File: src/hw/rtl/slbs_pkg.sv
package slbs_pkg;

    localparam int unsigned MODE_W   = 2;
    localparam int unsigned CODE_W   = 4;
    localparam int unsigned PULSE_W  = 2;
    localparam int unsigned TIMER_W  = 9;
    localparam int unsigned S_DATA_W = 8;
    localparam int unsigned S_USER_W = 8;
    localparam int unsigned M_DATA_W = 8;

    typedef enum logic [MODE_W-1:0] {
        MODE_EVENT  = 2'd0,
        MODE_TICK   = 2'd1,
        MODE_SLEEP  = 2'd2,
        MODE_ENABLE = 2'd3
    } mode_t;

    localparam logic [CODE_W-1:0] CODE_BOOT      = 4'd0;
    localparam logic [CODE_W-1:0] CODE_ACTIVE    = 4'd1;
    localparam logic [CODE_W-1:0] CODE_CAPTURE   = 4'd2;
    localparam logic [CODE_W-1:0] CODE_RECORDING = 4'd3;
    localparam logic [CODE_W-1:0] CODE_INFER     = 4'd4;
    localparam logic [CODE_W-1:0] CODE_UPLINK    = 4'd5;
    localparam logic [CODE_W-1:0] CODE_GPS_WAIT  = 4'd6;
    localparam logic [CODE_W-1:0] CODE_LINK_OK   = 4'd7;

    typedef struct packed {
        mode_t             mode;
        logic [CODE_W-1:0] event_code;
        logic              enable_value;
    } item_t;

    typedef struct packed {
        logic asleep;
        logic busy_res;
        logic led_level;
    } result_t;

    typedef struct packed {
        logic [PULSE_W-1:0] count;
        logic [TIMER_W-1:0] on_ms;
        logic [TIMER_W-1:0] off_ms;
    } pattern_t;

    function automatic pattern_t blink_pattern(input logic [CODE_W-1:0] code);
        pattern_t p;
        case (code)
            CODE_BOOT:      p = '{count: 2'd1, on_ms: 9'd120, off_ms: 9'd80};
            CODE_ACTIVE:    p = '{count: 2'd1, on_ms: 9'd40,  off_ms: 9'd40};
            CODE_CAPTURE:   p = '{count: 2'd1, on_ms: 9'd60,  off_ms: 9'd40};
            CODE_RECORDING: p = '{count: 2'd1, on_ms: 9'd300, off_ms: 9'd80};
            CODE_INFER:     p = '{count: 2'd1, on_ms: 9'd80,  off_ms: 9'd60};
            CODE_UPLINK:    p = '{count: 2'd2, on_ms: 9'd70,  off_ms: 9'd90};
            CODE_GPS_WAIT:  p = '{count: 2'd2, on_ms: 9'd120, off_ms: 9'd180};
            CODE_LINK_OK:   p = '{count: 2'd2, on_ms: 9'd50,  off_ms: 9'd70};
            default:        p = '{count: 2'd3, on_ms: 9'd50,  off_ms: 9'd70};
        endcase
        return p;
    endfunction

endpackage

File: src/hw/rtl/slbs_core.sv
module slbs_core (
    input  logic             aclk,
    input  logic             aresetn,
    input  logic             advance,
    input  slbs_pkg::item_t  item,
    output slbs_pkg::result_t result
);
    import slbs_pkg::*;

    logic               lit_reg, lit_next;
    logic [PULSE_W-1:0] pulses_reg, pulses_next;
    logic [TIMER_W-1:0] count_reg, count_next;
    logic [TIMER_W-1:0] on_reg, on_next;
    logic [TIMER_W-1:0] off_reg, off_next;
    logic               enabled_reg, enabled_next;
    logic               sleeping_reg, sleeping_next;

    pattern_t           pat;
    logic [TIMER_W-1:0] count_dec;
    logic [PULSE_W-1:0] pulses_dec;
    logic               wake;

    assign pat        = blink_pattern(item.event_code);
    assign count_dec  = count_reg - 1'b1;
    assign pulses_dec = (pulses_reg != '0) ? pulses_reg - 1'b1 : '0;
    assign wake       = (item.event_code == CODE_BOOT) || (item.event_code == CODE_ACTIVE);

    always_comb begin
        lit_next      = lit_reg;
        pulses_next   = pulses_reg;
        count_next    = count_reg;
        on_next       = on_reg;
        off_next      = off_reg;
        enabled_next  = enabled_reg;
        sleeping_next = sleeping_reg;
        case (item.mode)
            MODE_EVENT: begin
                if (enabled_reg) begin
                    if (wake) begin
                        sleeping_next = 1'b0;
                    end
                    if (wake || !sleeping_reg) begin
                        lit_next    = 1'b1;
                        pulses_next = pat.count;
                        on_next     = pat.on_ms;
                        off_next    = pat.off_ms;
                        count_next  = pat.on_ms;
                    end
                end
            end
            MODE_TICK: begin
                if (count_reg != '0) begin
                    count_next = count_dec;
                    if (count_dec == '0) begin
                        if (!enabled_reg || sleeping_reg) begin
                            lit_next    = 1'b0;
                            pulses_next = '0;
                        end else if (lit_reg) begin
                            lit_next    = 1'b0;
                            pulses_next = pulses_dec;
                            if (pulses_dec != '0) begin
                                count_next = off_reg;
                            end
                        end else if (pulses_reg != '0) begin
                            lit_next   = 1'b1;
                            count_next = on_reg;
                        end
                    end
                end
            end
            MODE_SLEEP: begin
                sleeping_next = 1'b1;
                lit_next      = 1'b0;
                pulses_next   = '0;
                count_next    = '0;
            end
            MODE_ENABLE: begin
                enabled_next = item.enable_value;
                if (!item.enable_value) begin
                    lit_next    = 1'b0;
                    pulses_next = '0;
                    count_next  = '0;
                end
            end
            default: begin
            end
        endcase
    end

    always_comb begin
        result.led_level = lit_next;
        result.busy_res  = (count_next != '0);
        result.asleep    = sleeping_next;
    end

    always_ff @(posedge aclk) begin
        if (!aresetn) begin
            lit_reg      <= 1'b0;
            pulses_reg   <= '0;
            count_reg    <= '0;
            on_reg       <= '0;
            off_reg      <= '0;
            enabled_reg  <= 1'b1;
            sleeping_reg <= 1'b0;
        end else if (advance) begin
            lit_reg      <= lit_next;
            pulses_reg   <= pulses_next;
            count_reg    <= count_next;
            on_reg       <= on_next;
            off_reg      <= off_next;
            enabled_reg  <= enabled_next;
            sleeping_reg <= sleeping_next;
        end
    end

    a_timer_only_when_awake: assert property (@(posedge aclk) disable iff (!aresetn)
        (count_reg != '0) |-> (enabled_reg && !sleeping_reg))
        else $error("phase timer running while disabled or asleep");

    a_lit_has_timer: assert property (@(posedge aclk) disable iff (!aresetn)
        lit_reg |-> (count_reg != '0))
        else $error("led lit with idle phase timer");

    a_no_pulses_idle: assert property (@(posedge aclk) disable iff (!aresetn)
        (pulses_reg == '0) |-> (!lit_reg && (count_reg == '0)))
        else $error("sequence active with no pulses left");

endmodule

File: src/hw/rtl/status_led_blink_sequencer.sv
// Status LED blink-code sequencer. Each input beat carries a kind in s_tuser (event, 1 ms tick,
// prepare sleep, set enable) and one result beat comes out per input beat, giving the LED
// level, whether a phase timer is running, and the sleeping flag after that beat. The block
// takes one beat per clock while m_tready is high: a beat is registered at the input, the flag
// and counter update runs in one short combinational step, and the result lands in an output
// register. The block is ready right after reset, enabled and awake, with the LED off.
module status_led_blink_sequencer (
    input  logic                          aclk,
    input  logic                          aresetn,
    input  logic                          s_tvalid,
    output logic                          s_tready,
    input  logic [slbs_pkg::S_DATA_W-1:0] s_tdata,  // event_code[3:0], enable_value[4]
    input  logic [slbs_pkg::S_USER_W-1:0] s_tuser,  // mode[1:0]
    output logic                          m_tvalid,
    input  logic                          m_tready,
    output logic [slbs_pkg::M_DATA_W-1:0] m_tdata   // led_level[0], busy_res[1], asleep[2]
);
    import slbs_pkg::*;

    logic    in_valid_reg;
    item_t   in_item_reg;
    logic    out_valid_reg;
    result_t out_res_reg;
    result_t core_res;
    logic    advance;

    assign advance  = in_valid_reg && (!out_valid_reg || m_tready);
    assign s_tready = !in_valid_reg || advance;

    always_ff @(posedge aclk) begin
        if (!aresetn) begin
            in_valid_reg <= 1'b0;
        end else if (s_tready) begin
            in_valid_reg <= s_tvalid;
        end
    end

    always_ff @(posedge aclk) begin
        if (s_tready && s_tvalid) begin
            in_item_reg.mode         <= mode_t'(s_tuser[MODE_W-1:0]);
            in_item_reg.event_code   <= s_tdata[CODE_W-1:0];
            in_item_reg.enable_value <= s_tdata[CODE_W];
        end
    end

    slbs_core u_core (
        .aclk    (aclk),
        .aresetn (aresetn),
        .advance (advance),
        .item    (in_item_reg),
        .result  (core_res)
    );

    always_ff @(posedge aclk) begin
        if (!aresetn) begin
            out_valid_reg <= 1'b0;
        end else if (!out_valid_reg || m_tready) begin
            out_valid_reg <= in_valid_reg;
        end
    end

    always_ff @(posedge aclk) begin
        if (advance) begin
            out_res_reg <= core_res;
        end
    end

    assign m_tvalid = out_valid_reg;
    assign m_tdata  = {{(M_DATA_W - $bits(result_t)){1'b0}}, out_res_reg};

endmodule

File: config.mk
export PLATFORM = sky130hd
export DESIGN_NAME = status_led_blink_sequencer
export DESIGN_NICKNAME = d
export VERILOG_FILES = /design/src/hw/rtl/slbs_pkg.sv /design/src/hw/rtl/slbs_core.sv /design/src/hw/rtl/status_led_blink_sequencer.sv
export SDC_FILE = /design/constraint.sdc
export NUM_CORES = 1
export LEC_CHECK = 0
export BUFFER_PORTS_ARGS = -buffer_cell sky130_fd_sc_hd__buf_2
export CAP_MARGIN = 0
export CORE_ASPECT_RATIO = 1.75
export CORE_UTILIZATION = 60
export CTS_BUF_LIST = sky130_fd_sc_hd__clkbuf_16
export DETAILED_ROUTE_END_ITERATION = 7
export HOLD_SLACK_MARGIN = 0.1
export MAX_ROUTING_LAYER = met4
export PLACE_DENSITY = 0.87
export SLEW_MARGIN = 20
export SYNTH_ARGS = -nofsm -noshare
export SYNTH_HDL_FRONTEND = slang
export SYNTH_SLANG_ARGS = --single-unit
File: constraint.sdc
create_clock -name aclk -period 5.1 [get_ports aclk]
set_clock_uncertainty 0.15 [all_clocks]
set_input_delay 0.51 -clock aclk [delete_from_list [all_inputs] [get_ports aclk]]
set_output_delay 0.51 -clock aclk [all_outputs]
set_load 0.03 [all_outputs]
---- After elaboration in Yosys (flattened, before gate mapping) ----
Memory sizes are Yosys's and may differ from the RTL's. A register that Yosys moved wholly into a read port is not among the register bits.
Index checks and enable logic that the tools add are counted.
storage, ports and cells
  flip-flop bits (word level) ............. 44
  ROM bits ................................ 128
  output and inout bits ................... 10
  logic and storage cells ................. 82
  memories kept ........................... 1
memory list
  memory            words  width  rd ports  clocked after Yosys merged registers in  wr ports  RTL line        text
  (name not given)  8      16     1         1                                        0         slbs_pkg.sv:47  case (code)
operators by class
  add/sub/neg operators ................... 2
  equality and inequality tests ........... 10
  mux-type cells .......................... 33
  reductions and logical operators ........ 21
operator list
  operator                                          count
  2-to-1 mux 9 bit                                  9
  case mux 9 bit (4 select lines)                   1
  2-to-1 mux 20 bit                                 1
  nonzero test 9 bit                                2
  2-to-1 mux 2 bit                                  8
  2-to-1 mux 1 bit                                  10
  logical NOT 9 bit                                 1
  subtractor 9 x 1 -> 9 bit, second input constant  1
  != test 2 x 1 -> 1 bit, second input constant     4
  case mux 2 bit (4 select lines)                   1
  AND reduction 7 bit                               1
  logical OR 1 bit                                  5
  == test 2 bit, second input constant              2
  == test 4 x 1 -> 1 bit, second input constant     1
  logical NOT 1 bit                                 4
  logical NOT 4 bit                                 1
  case mux 1 bit (4 select lines)                   1
  AND reduction 4 bit                               1
  nonzero test 2 bit                                2
  2-to-1 mux 3 bit                                  1
  != test 3 x 1 -> 1 bit, second input constant     1
  == test 2 x 1 -> 1 bit, second input constant     1
  logical AND 1 bit                                 2
  logical NOT 2 bit                                 1
  other kinds (4)                                   4

---- Depth between registers and ports, before layout ----
Gate-level depths: netlist of run 1.
  depth after elaboration ................. 10
  gate-level depth with buffers ........... 9
  depth with buffers taken out ............ 9

---- Cells and area by module ----
From an unflattened synthesis of run 1, not the netlist that was laid out.
second synthesis, totals
  cell total of the unflattened synthesis .. 314
  area total of the unflattened synthesis .. 2673.8 sq um
modules (own cells, without submodules)
  module                      times used  cells each  area an instance (sq um)  sequential area each (sq um)
  slbs_core                   1           289         2228.4                    540.5
  status_led_blink_sequencer  1           25          445.4                     340.3

---- Worst setup path after synthesis of run 1 ----
No wires, ideal clock.
  path type ............................... reg2reg
  start ................................... register u_core.count_reg[0]
  end ..................................... register u_core.pulses_reg[0]
  setup time .............................. 128 ps
  arrival ................................. 2374 ps
  data required time ...................... 4822 ps
  setup slack ............................. 2448 ps
  stages on the path, launching flop included .. 9
  path buffers ............................ 0
  cell sequence ........................... dfxtp_1 inv_1 ha_1 o41ai_2 nand3_2 or4b_1 a211oi_2 mux2i_1 nor2_1
on the way
  cells in the longest elaborated chain, start to end .. 4
  elaborated cells on any way between the ends .. 6
RTL lines
  element                                  RTL line          text
  start: declaration                       slbs_core.sv:12   logic [TIMER_W-1:0] count_reg, count_next;
  start signal: assignment                 slbs_core.sv:108  count_reg <= count_next;
  subtractor 9 x 1 -> 9 bit                slbs_core.sv:24   assign count_dec = count_reg - 1'b1;
  logical NOT 9 bit                        slbs_core.sv:54   if (count_dec == '0) begin
  != test 2 x 1 -> 1 bit (no source line)  --
  AND reduction 7 bit (no source line) *   --
  end signal: assignment                   slbs_core.sv:107  pulses_reg <= pulses_next;
  end: declaration                         slbs_core.sv:11   logic [PULSE_W-1:0] pulses_reg, pulses_next;
Mark *: on every way between the ends. The rest lies on a longest branch, timed or not.
A chain may end at the register's enable or synchronous reset.

==> flow_metrics.tcl, run 1 <==
set metrics [dict create \
    yosysTopAreaCell "dfxtp_1" \
    critPathKind "flip-flop to flip-flop" \
    outcome "complete, no violations" \
    drcViolationCount 0 \
    synth_area_sq_mm 0.00282 \
    min_period_ns 3.20 \
    dp_cells 368 \
    yosysSeqAreaShare_pct 41.9 \
    start_util_pct 63.4 \
    synth_flop_cell "dfxtp_1" \
    hold_viol_final 0 \
    grt_pass1_wl_microns 10100 \
    p_clk_share_pct 39.4 \
    yosys_warnings 0 \
    syn_area_per_cell_sq_um 8.75 \
    relSlewSlack_pct 38.3 \
    report.final.slew_viol_count 0 \
    portBuffers 15 \
    layout_commonest_cell "dfxtp_1" \
    clock_tree.root_cell "clkbuf_16" \
    dieHeight_microns 92.7 \
    synth.area.top_cells "dfxtp_1 (31%), edfxtp_1 (11%), nor2_1 (5.2%)" \
    cts_resized 0 \
    holdBufCountCts 0 \
    clk_pin_slew_ns 0.07 \
    worstMarginPinSlew_ns 0.917 \
    setup-violations-final 0 \
    combPwrFrac_pct 15.5 \
    grt_pass1_vias 2287 \
    critPathArrivalTime_ns 3.19 \
    die_width_microns 53.8 \
    maxCapViolCount 0 \
    required_ns 5.10 \
    routed_via_density 6.30 \
    postCtsSetupBuffers 0 \
    max_freq_mhz 313 \
    period_share_pct 62.7 \
    core_sq_mm 0.00444 \
    synthDistinctLibCells 59 \
    swShare_pct 25.3 \
    cts_sinks 54 \
    h-tree-depth 2 \
    dieArea_sq_mm 0.00499 \
    antenna_cells 0 \
    drive_gt1_share_pct 11.4 \
    tritoncts "done" \
    cts_buffers 5 \
    final_cell_mix "dfxtp_1 (44), nor2_1 (39), nand2_1 (33), o21ai_0 (19), a21oi_1 (17)" \
    dpl.hpwl_microns 4270 \
    clk_latency_ns 0.29 \
    antenna_found_initial 0 \
    rows 32 \
    rsz0062_at_grt "no" \
    hp-class "input port to flip-flop" \
    finalWirelength_microns 5970 \
    hold_slack_ns 0.244 \
    cpMaxStageDelayCell "nor4_1" \
    cp_max_fo 8 \
    power_density_mw_per_mm2 355 \
    drt_iter0_drc 109 \
    ioPinCount 30 \
    critPathLaunchType "flip-flop" \
    ys_seq_elements 54 \
    crit_chain "inv_1 > ha_1 > o41ai_2 > nand3_2 > nor4_1 > a21boi_0 > nand4_1 > nand4bb_1" \
    synth_edf_count 10 \
    slowest_delay_ns 0.85 \
    finalNonFillerCells 376 \
    worstSetupEndpointType "flip-flop" \
    gp_congestion 0.940 \
    leakagePower_nw 1.17 \
    grt_overflow 0 \
    power.internal_w 0.000808 \
    setup_tns_ns 0 \
    groute.usage.overall_pct 27.8 \
    firstDrtPassIters 5 \
    num_vias 2367 \
    clockBufferDepth 2 \
    ir_worst_vdd_mv 0.252 \
    synth_top_area_share_pct 31.2 \
    seqPwrFrac_pct 45.1 \
    wl_per_cell_microns 15.9 \
    area_growth_pct 8.08 \
    switching_power_w 0.000274 \
    fin_nets 353 \
    synthCells 322 \
    drtAntennaViolNets 0 \
    grt_max_degree 28 \
    async_reset_ff_share_pct 0 \
]
metrics by stage:
step / setup slack, ns / util, % / cell area, sq um / total power (W)
floorplan: 2.45 / - / 2830 / 0.000627
global placement: 2.09 / 64.2 / 2850 / 0.000656
detailed placement: 2.04 / 64.2 / 2850 / 0.000661
CTS: 1.98 / 68.5 / 3040 / 0.00108
global route: 1.61 / 68.6 / 3050 / 0.00112
finish: 1.90 / 68.6 / 3050 / 0.00108
worst max-delay path, delay by kind of cell (launching register included):
family                     cells  cell delay (ns)
and+or+nand+nor                4             1.30
AOI/OAI and AO/OA              2             0.66
DFF                            1             0.47
adders and majority gates      1             0.31
buffers and inverters          1             0.16
worst paths after layout:
kind / start / endpoint / slack (ns) / cells after the start
worst max-delay path: u_core.count_reg[1] / m_tdata[1] / 1.90 / 8
worst min-delay path: s_tuser[1] / in_item_reg[6] / 0.24 / 1
worst max register to register: u_core.count_reg[1] / m_tdata[1] / 1.90 / 8
worst min register to register: u_core.on_reg[3] / u_core.on_reg[3] / 0.30 / 2
layer usage:
layer | track usage, % | part of all wire [%] | vias to the layer above
met5 | - | 0 | -
met3 | 4.27 | 4.4 | 19
met2 | 48.6 | 55 | 85
li1 | - | - | 1133
met1 | 28.7 | 38 | 1130
met4 | 13.2 | 3.5 | 0
cells by family (layout without fill, tap and decap cells):
group	after synthesis	in the layout	share of synthesized area, %
AOI/OAI and AO/OA	81	81	19.8
xor gates and xnor gates	5	5	1.82
adders and majority gates	9	9	3.99
buffers and inverters	35	34	5.68
DFF	54	54	41.9
muxes	8	8	2.84
other	1	5	0.133
and+or+nand+nor	129	129	23.8
power by group through the flow:
stage | logic, W | registers [W] | clock network, W
after floorplan | 0.000141 | 0.000486 | 0
after global placement | 0.000160 | 0.000496 | 0
after detailed placement | 0.000163 | 0.000497 | 0
after CTS | 0.000165 | 0.000488 | 0.000430
after global routing | 0.000186 | 0.000492 | 0.000445
final | 0.000168 | 0.000488 | 0.000427
final cells by class:
type,count,area (sq um)
clock buffer,5,125
timing repair buffer,15,75.1
inverter,11,41.3
clock inverter,3,63.8
multi-input combinational,237,1500
tap,51,63.8
sequential,54,1180
fill,335,1400
synthesized netlist by cell type (2+ instances only):
library cell and n:
a31oi_1 3, a21boi_0 2, buf_4 6, nor3_1 11
nor2_1 39, o311ai_0 3, or2_2 2, a31o_2 2
nor4b_1 2, o21bai_1 2, o21ai_0 19, xnor2_1 2
a22o_1 2, edfxtp_1 10, o211ai_1 3, a221oi_1 2
o32ai_1 2, nor3b_1 5, inv_1 10, nand2b_1 6
dfxtp_1 44, ha_1 9, a211oi_1 11, a21oi_1 17
nor2b_1 8, a21o_1 3, nand3_1 6, a222oi_1 2
mux2i_1 8, clkbuf_1 13, nand2_1 33, buf_2 5
and3_1 3, xor2_1 2
Note: power is estimated with default switching activity, not from simulation.
==> run 2: changes to the inputs <==
Settings changed: ABC_AREA set to 1, CORE_UTILIZATION 60 to 59, PLACE_DENSITY 0.87 to 0.86.
Clock period 5.1 ns to 3.1 ns, I/O delays scaled along.
==> flow_metrics.tcl, run 2 <==
set metrics [dict create \
    async_reset_ff_share_pct 0 \
    portBuffers 15 \
    num_vias 3095 \
    tritoncts "done" \
    layout_commonest_cell "nand2_1" \
    drt_iter0_drc 177 \
    ioPinCount 30 \
    relSlewSlack_pct 47.3 \
    swShare_pct 32.3 \
    groute.usage.overall_pct 34.3 \
    seqPwrFrac_pct 43.1 \
    dieArea_sq_mm 0.00555 \
    routed_via_density 5.92 \
    ir_worst_vdd_mv 0.496 \
    antenna_cells 0 \
    drcViolationCount 0 \
    synth.area.top_cells "dfxtp_1 (28%), nand2_1 (13%), edfxtp_1 (9.7%)" \
    dpl.hpwl_microns 6110 \
    die_width_microns 56.7 \
    drive_gt1_share_pct 13.2 \
    grt_overflow 0 \
    critPathLaunchType "flip-flop" \
    gp_congestion 0.961 \
    fin_nets 497 \
    setup-violations-final 0 \
    clk_pin_slew_ns 0.07 \
    worstMarginPinSlew_ns 0.782 \
    hold_viol_final 0 \
    synth_flop_cell "dfxtp_1" \
    final_cell_mix "nand2_1 (107), inv_1 (50), dfxtp_1 (44), a21oi_1 (40), o21ai_0 (38)" \
    yosysTopAreaCell "dfxtp_1" \
    setup_tns_ns 0 \
    finalWirelength_microns 8680 \
    firstDrtPassIters 5 \
    dp_slack_ns 0.404 \
    synthDistinctLibCells 38 \
    grt_max_degree 21 \
    final.setup.worst_slack_ns 0.321 \
    area_growth_pct 12.5 \
    critPathKind "flip-flop to flip-flop" \
    p_clk_share_pct 33.3 \
    synth_top_area_share_pct 28.5 \
    ys_seq_elements 54 \
    max_freq_mhz 360 \
    clk_latency_ns 0.30 \
    leakagePower_nw 1.63 \
    required_ns 3.00 \
    worstSetupEndpointType "flip-flop" \
    report.final.slew_viol_count 0 \
    dieHeight_microns 97.8 \
    postCtsSetupBuffers 0 \
    h-tree-depth 2 \
    period_share_pct 89.6 \
    antenna_found_initial 0 \
    cts_sinks 54 \
    switching_power_w 0.000598 \
    clockBufferDepth 2 \
    core_sq_mm 0.00502 \
    synth_edf_count 10 \
    cp_max_fo 7 \
    clock_tree.root_cell "clkbuf_16" \
    synth_most_common_cell "nand2_1" \
    start_util_pct 61.6 \
    synth_area_sq_mm 0.00309 \
    drtAntennaViolNets 0 \
    grt_pass1_vias 3094 \
    yosysSeqAreaShare_pct 38.2 \
    rsz0062_at_grt "no" \
    syn_area_per_cell_sq_um 7.02 \
    power_density_mw_per_mm2 532 \
    wl_per_cell_microns 16.6 \
    hp-class "input port to flip-flop" \
    power.internal_w 0.00125 \
    grt_pass1_wl_microns 14200 \
    yosys_warnings 0 \
    combPwrFrac_pct 23.6 \
    outcome "complete, no violations" \
    min_period_ns 2.78 \
    maxCapViolCount 0 \
    synthCells 441 \
    rows 34 \
    critPathArrivalTime_ns 2.68 \
    cts_buffers 5 \
    netlist_top_cells_count "nand2_1 (107), inv_1 (49), dfxtp_1 (44)" \
]
## run 2: cells by family after synthesis
group	after synthesis	share of synthesized area [%]
flops	54	38.2
simple gates	211	31.5
other cells	1	0.121
buf+inv	70	9.58
fa+ha+maj	9	3.64
mux	1	0.324
compound gates	95	16.7
## run 2: stage by stage
step	instances	util (%)	hold WS, ns	power (W)	cell area [sq um]
2_1_floorplan	445	-	0.259	0.00112	3110
3_3_place_gp	508	64.7	0.295	0.00122	3250
3_5_place_dp	508	64.7	0.308	0.00123	3250
4_1_cts	523	69.3	0.156	0.00183	3480
5_1_grt	523	69.3	0.191	0.00193	3480
6_report	523	69.3	0.152	0.00185	3480
## run 2: path summary, 6_finish.rpt
check                            from                 to  slack, ns  cells after the start
setup / recovery  u_core.count_reg[1]         m_tdata[1]       0.32                     17
hold / removal               m_tready           m_tvalid       0.15                      4
setup reg to reg  u_core.count_reg[1]         m_tdata[1]       0.32                     17
hold reg to reg             flip-flop  u_core.off_reg[5]       0.32                      2
## run 2: power groups by stage
stage               Clock (W)  Sequential (W)  Combinational, W
global route         0.000637        0.000804          0.000484
CTS                  0.000608        0.000797          0.000425
finish               0.000617        0.000799          0.000436
detailed placement          0        0.000813          0.000415
floorplan                   0        0.000809          0.000315
global placement            0        0.000811          0.000405
## run 2: per-layer routing
metal  track usage (%)  up-vias  wire (microns)
li1                  -     1496               -
met1              32.3     1378            3000
met2              61.3      162            4610
met3              4.64       59             516
met4              25.5        0             556
met5                 -        -               0
## run 2: final cells by class
class	instances	area [sq um]
Multi-Input combinational cell	321	1630
Clock buffer	6	150
Sequential cell	54	1180
Clock inverter	2	11.3
Tap cell	54	67.6
Timing Repair Buffer	33	240
Fill cell	405	1540
Inverter	53	199
## run 2: worst max-delay path: stages, from the launching register on
cell and delay (ns):
dfxtp_1 0.35, inv_1 0.19, ha_1 0.28, inv_1 0.07, nand2_1 0.07, nand2_2 0.08, nor2_2 0.12, nand2_2 0.08
nor2_4 0.16, nand3_4 0.14, inv_1 0.10, nand2_1 0.06, nand3_1 0.07, nand3_1 0.08, nor2_1 0.20, nand2_1 0.08
nor2_1 0.16, nand2_1 0.07
## run 2: repair_timing
action                    in CTS  in global routing
hold endpoints to repair       7                  0
gates resized for setup        0                  0
hold buffers                   7                  0
==> run 3: changes to the inputs <==
Settings changed: CELL_PAD_IN_SITES_DETAIL_PLACEMENT set to 0, CELL_PAD_IN_SITES_GLOBAL_PLACEMENT set to 1, CORE_UTILIZATION 59 to 43.
==> flow_metrics.tcl, run 3 (same netlist as run 2, synthesis figures left out) <==
set metrics [dict create \
    rsz0062_at_grt "no" \
    clockBufferDepth 2 \
    area_growth_pct 12.7 \
    ir_worst_vdd_mv 0.457 \
    cpMaxStageDelayCell "dfxtp_1" \
    grt_overflow 0 \
    clk_latency_ns 0.30 \
    layout_commonest_cell "nand2_1" \
    hold_viol_final 0 \
    path_common_cell "nand2_1" \
    r2r.worst_path.cells 17 \
    gp_congestion 0.898 \
    grt_pass1_wl_microns 13100 \
    dpl.hpwl_microns 6410 \
    power_density_mw_per_mm2 514 \
    ioPinCount 30 \
    cts_resized 0 \
    slowest_delay_ns 0.38 \
    final.setup.worst_slack_ns 0.327 \
    max_freq_mhz 361 \
    final_area_sq_mm 0.00349 \
    dieHeight_microns 114 \
    crit_chain "inv_1 > ha_1 > inv_1 > nand2_1 > nand2_2 > nor2_2 > nand2_2 > nor2_4 > nand3_4 > inv_1 > nand2_1 > nand3_1 > nand3_1 > nor2_1 > nand2_1 > nor2_1 > nand2_1" \
    fin_nets 496 \
    drt_iter0_drc 181 \
    setup_tns_ns 0 \
    postCtsSetupBuffers 0 \
    hp-class "input port to flip-flop" \
    tritoncts "done" \
    report.final.slew_viol_count 0 \
    worstMarginPinSlew_ns 0.815 \
    relSlewSlack_pct 45.1 \
    critPathKind "flip-flop to flip-flop" \
    drtAntennaViolNets 0 \
    outcome "complete, no violations" \
    antenna_found_initial 0 \
    finalWirelength_microns 8080 \
    critPathLaunchType "flip-flop" \
    clock_tree.root_cell "clkbuf_16" \
    holdBufCountCts 7 \
    critical-path-top-delay-family "simple AND/OR/NAND/NOR gates" \
    drcViolationCount 0 \
    grt_pass1_vias 2699 \
    cts_buffers 5 \
    critPathArrivalTime_ns 2.67 \
    groute.usage.overall_pct 24.1 \
    dieArea_sq_mm 0.00755 \
    die_width_microns 66.1 \
    cts_sinks 54 \
    setup-violations-final 0 \
    dp_slack_ns 0.354 \
    maxCapViolCount 0 \
    rows 40 \
    core_sq_mm 0.00691 \
    wl_per_cell_microns 14.6 \
    drive_gt1_share_pct 13.2 \
    antenna_cells 0 \
    critPathBufInv 3 \
    final_core_utilization_pct 50.5 \
    min_period_ns 2.77 \
    final_cell_mix "nand2_1 (107), inv_1 (49), dfxtp_1 (44), a21oi_1 (40), o21ai_0 (38)" \
    routed_via_density 5.21 \
    path_depth 17 \
    h-tree-depth 2 \
    portBuffers 15 \
    num_vias 2878 \
    period_share_pct 89.5 \
    clk_pin_slew_ns 0.07 \
    place_area_sq_mm 0.00327 \
    worstSetupEndpointType "flip-flop" \
    firstDrtPassIters 4 \
    cp_max_fo 7 \
    leakagePower_nw 1.61 \
    required_ns 3.00 \
    hold_depth 4 \
    grt_max_degree 21 \
    start_util_pct 44.8 \
]
## run 3: worst paths after layout
kind                             from                 to  slack [ns]
setup reg to reg  u_core.count_reg[1]         m_tdata[1]        0.33
setup / recovery  u_core.count_reg[1]         m_tdata[1]        0.33
hold / removal               m_tready           m_tvalid        0.15
hold reg to reg             flip-flop  u_core.off_reg[7]        0.31
## run 3: worst reg2reg max path, delay by kind of cell, from the launching register on
kind                       cells  cell delay, ns
adders and majority gates      1            0.32
buffers and inverters          3            0.30
DFF                            1            0.38
and+or+nand+nor               13            1.38
## run 3: power breakdown
group | total [W] | leakage (nW) | internal [W] | switching (W)
clock network | 0.000570 | 0.0704 | 0.000304 | 0.000266
logic | 0.000424 | 1.08 | 0.000138 | 0.000286
registers | 0.000798 | 0.458 | 0.000766 | 0.0000316
## run 3: area by class of cell
type | count | area (sq um)
fill | 711 | 3420
multi-input combinational | 321 | 1630
sequential | 54 | 1180
timing repair buffer | 32 | 220
inverter | 53 | 199
clock buffer | 5 | 125
tap | 84 | 105
clock inverter | 3 | 25.0
## run 3: routing by layer
metal	vias up	track usage, %	share of wire, %
met5	-	-	0
met4	0	12.9	4.5
met3	19	3.39	1.8
met2	46	44.7	56
met1	1323	23.1	37
li1	1490	-	-
## run 3: metrics by stage
| step | hold slack (ns) | instances | total power [W] |
|---|---|---|---|
| 2_1_floorplan | 0.259 | 445 | 0.00112 |
| 3_3_place_gp | 0.299 | 537 | 0.00122 |
| 3_5_place_dp | 0.304 | 537 | 0.00123 |
| 4_1_cts | 0.146 | 552 | 0.00181 |
| 5_1_grt | 0.174 | 552 | 0.00190 |
| 6_report | 0.151 | 552 | 0.00179 |
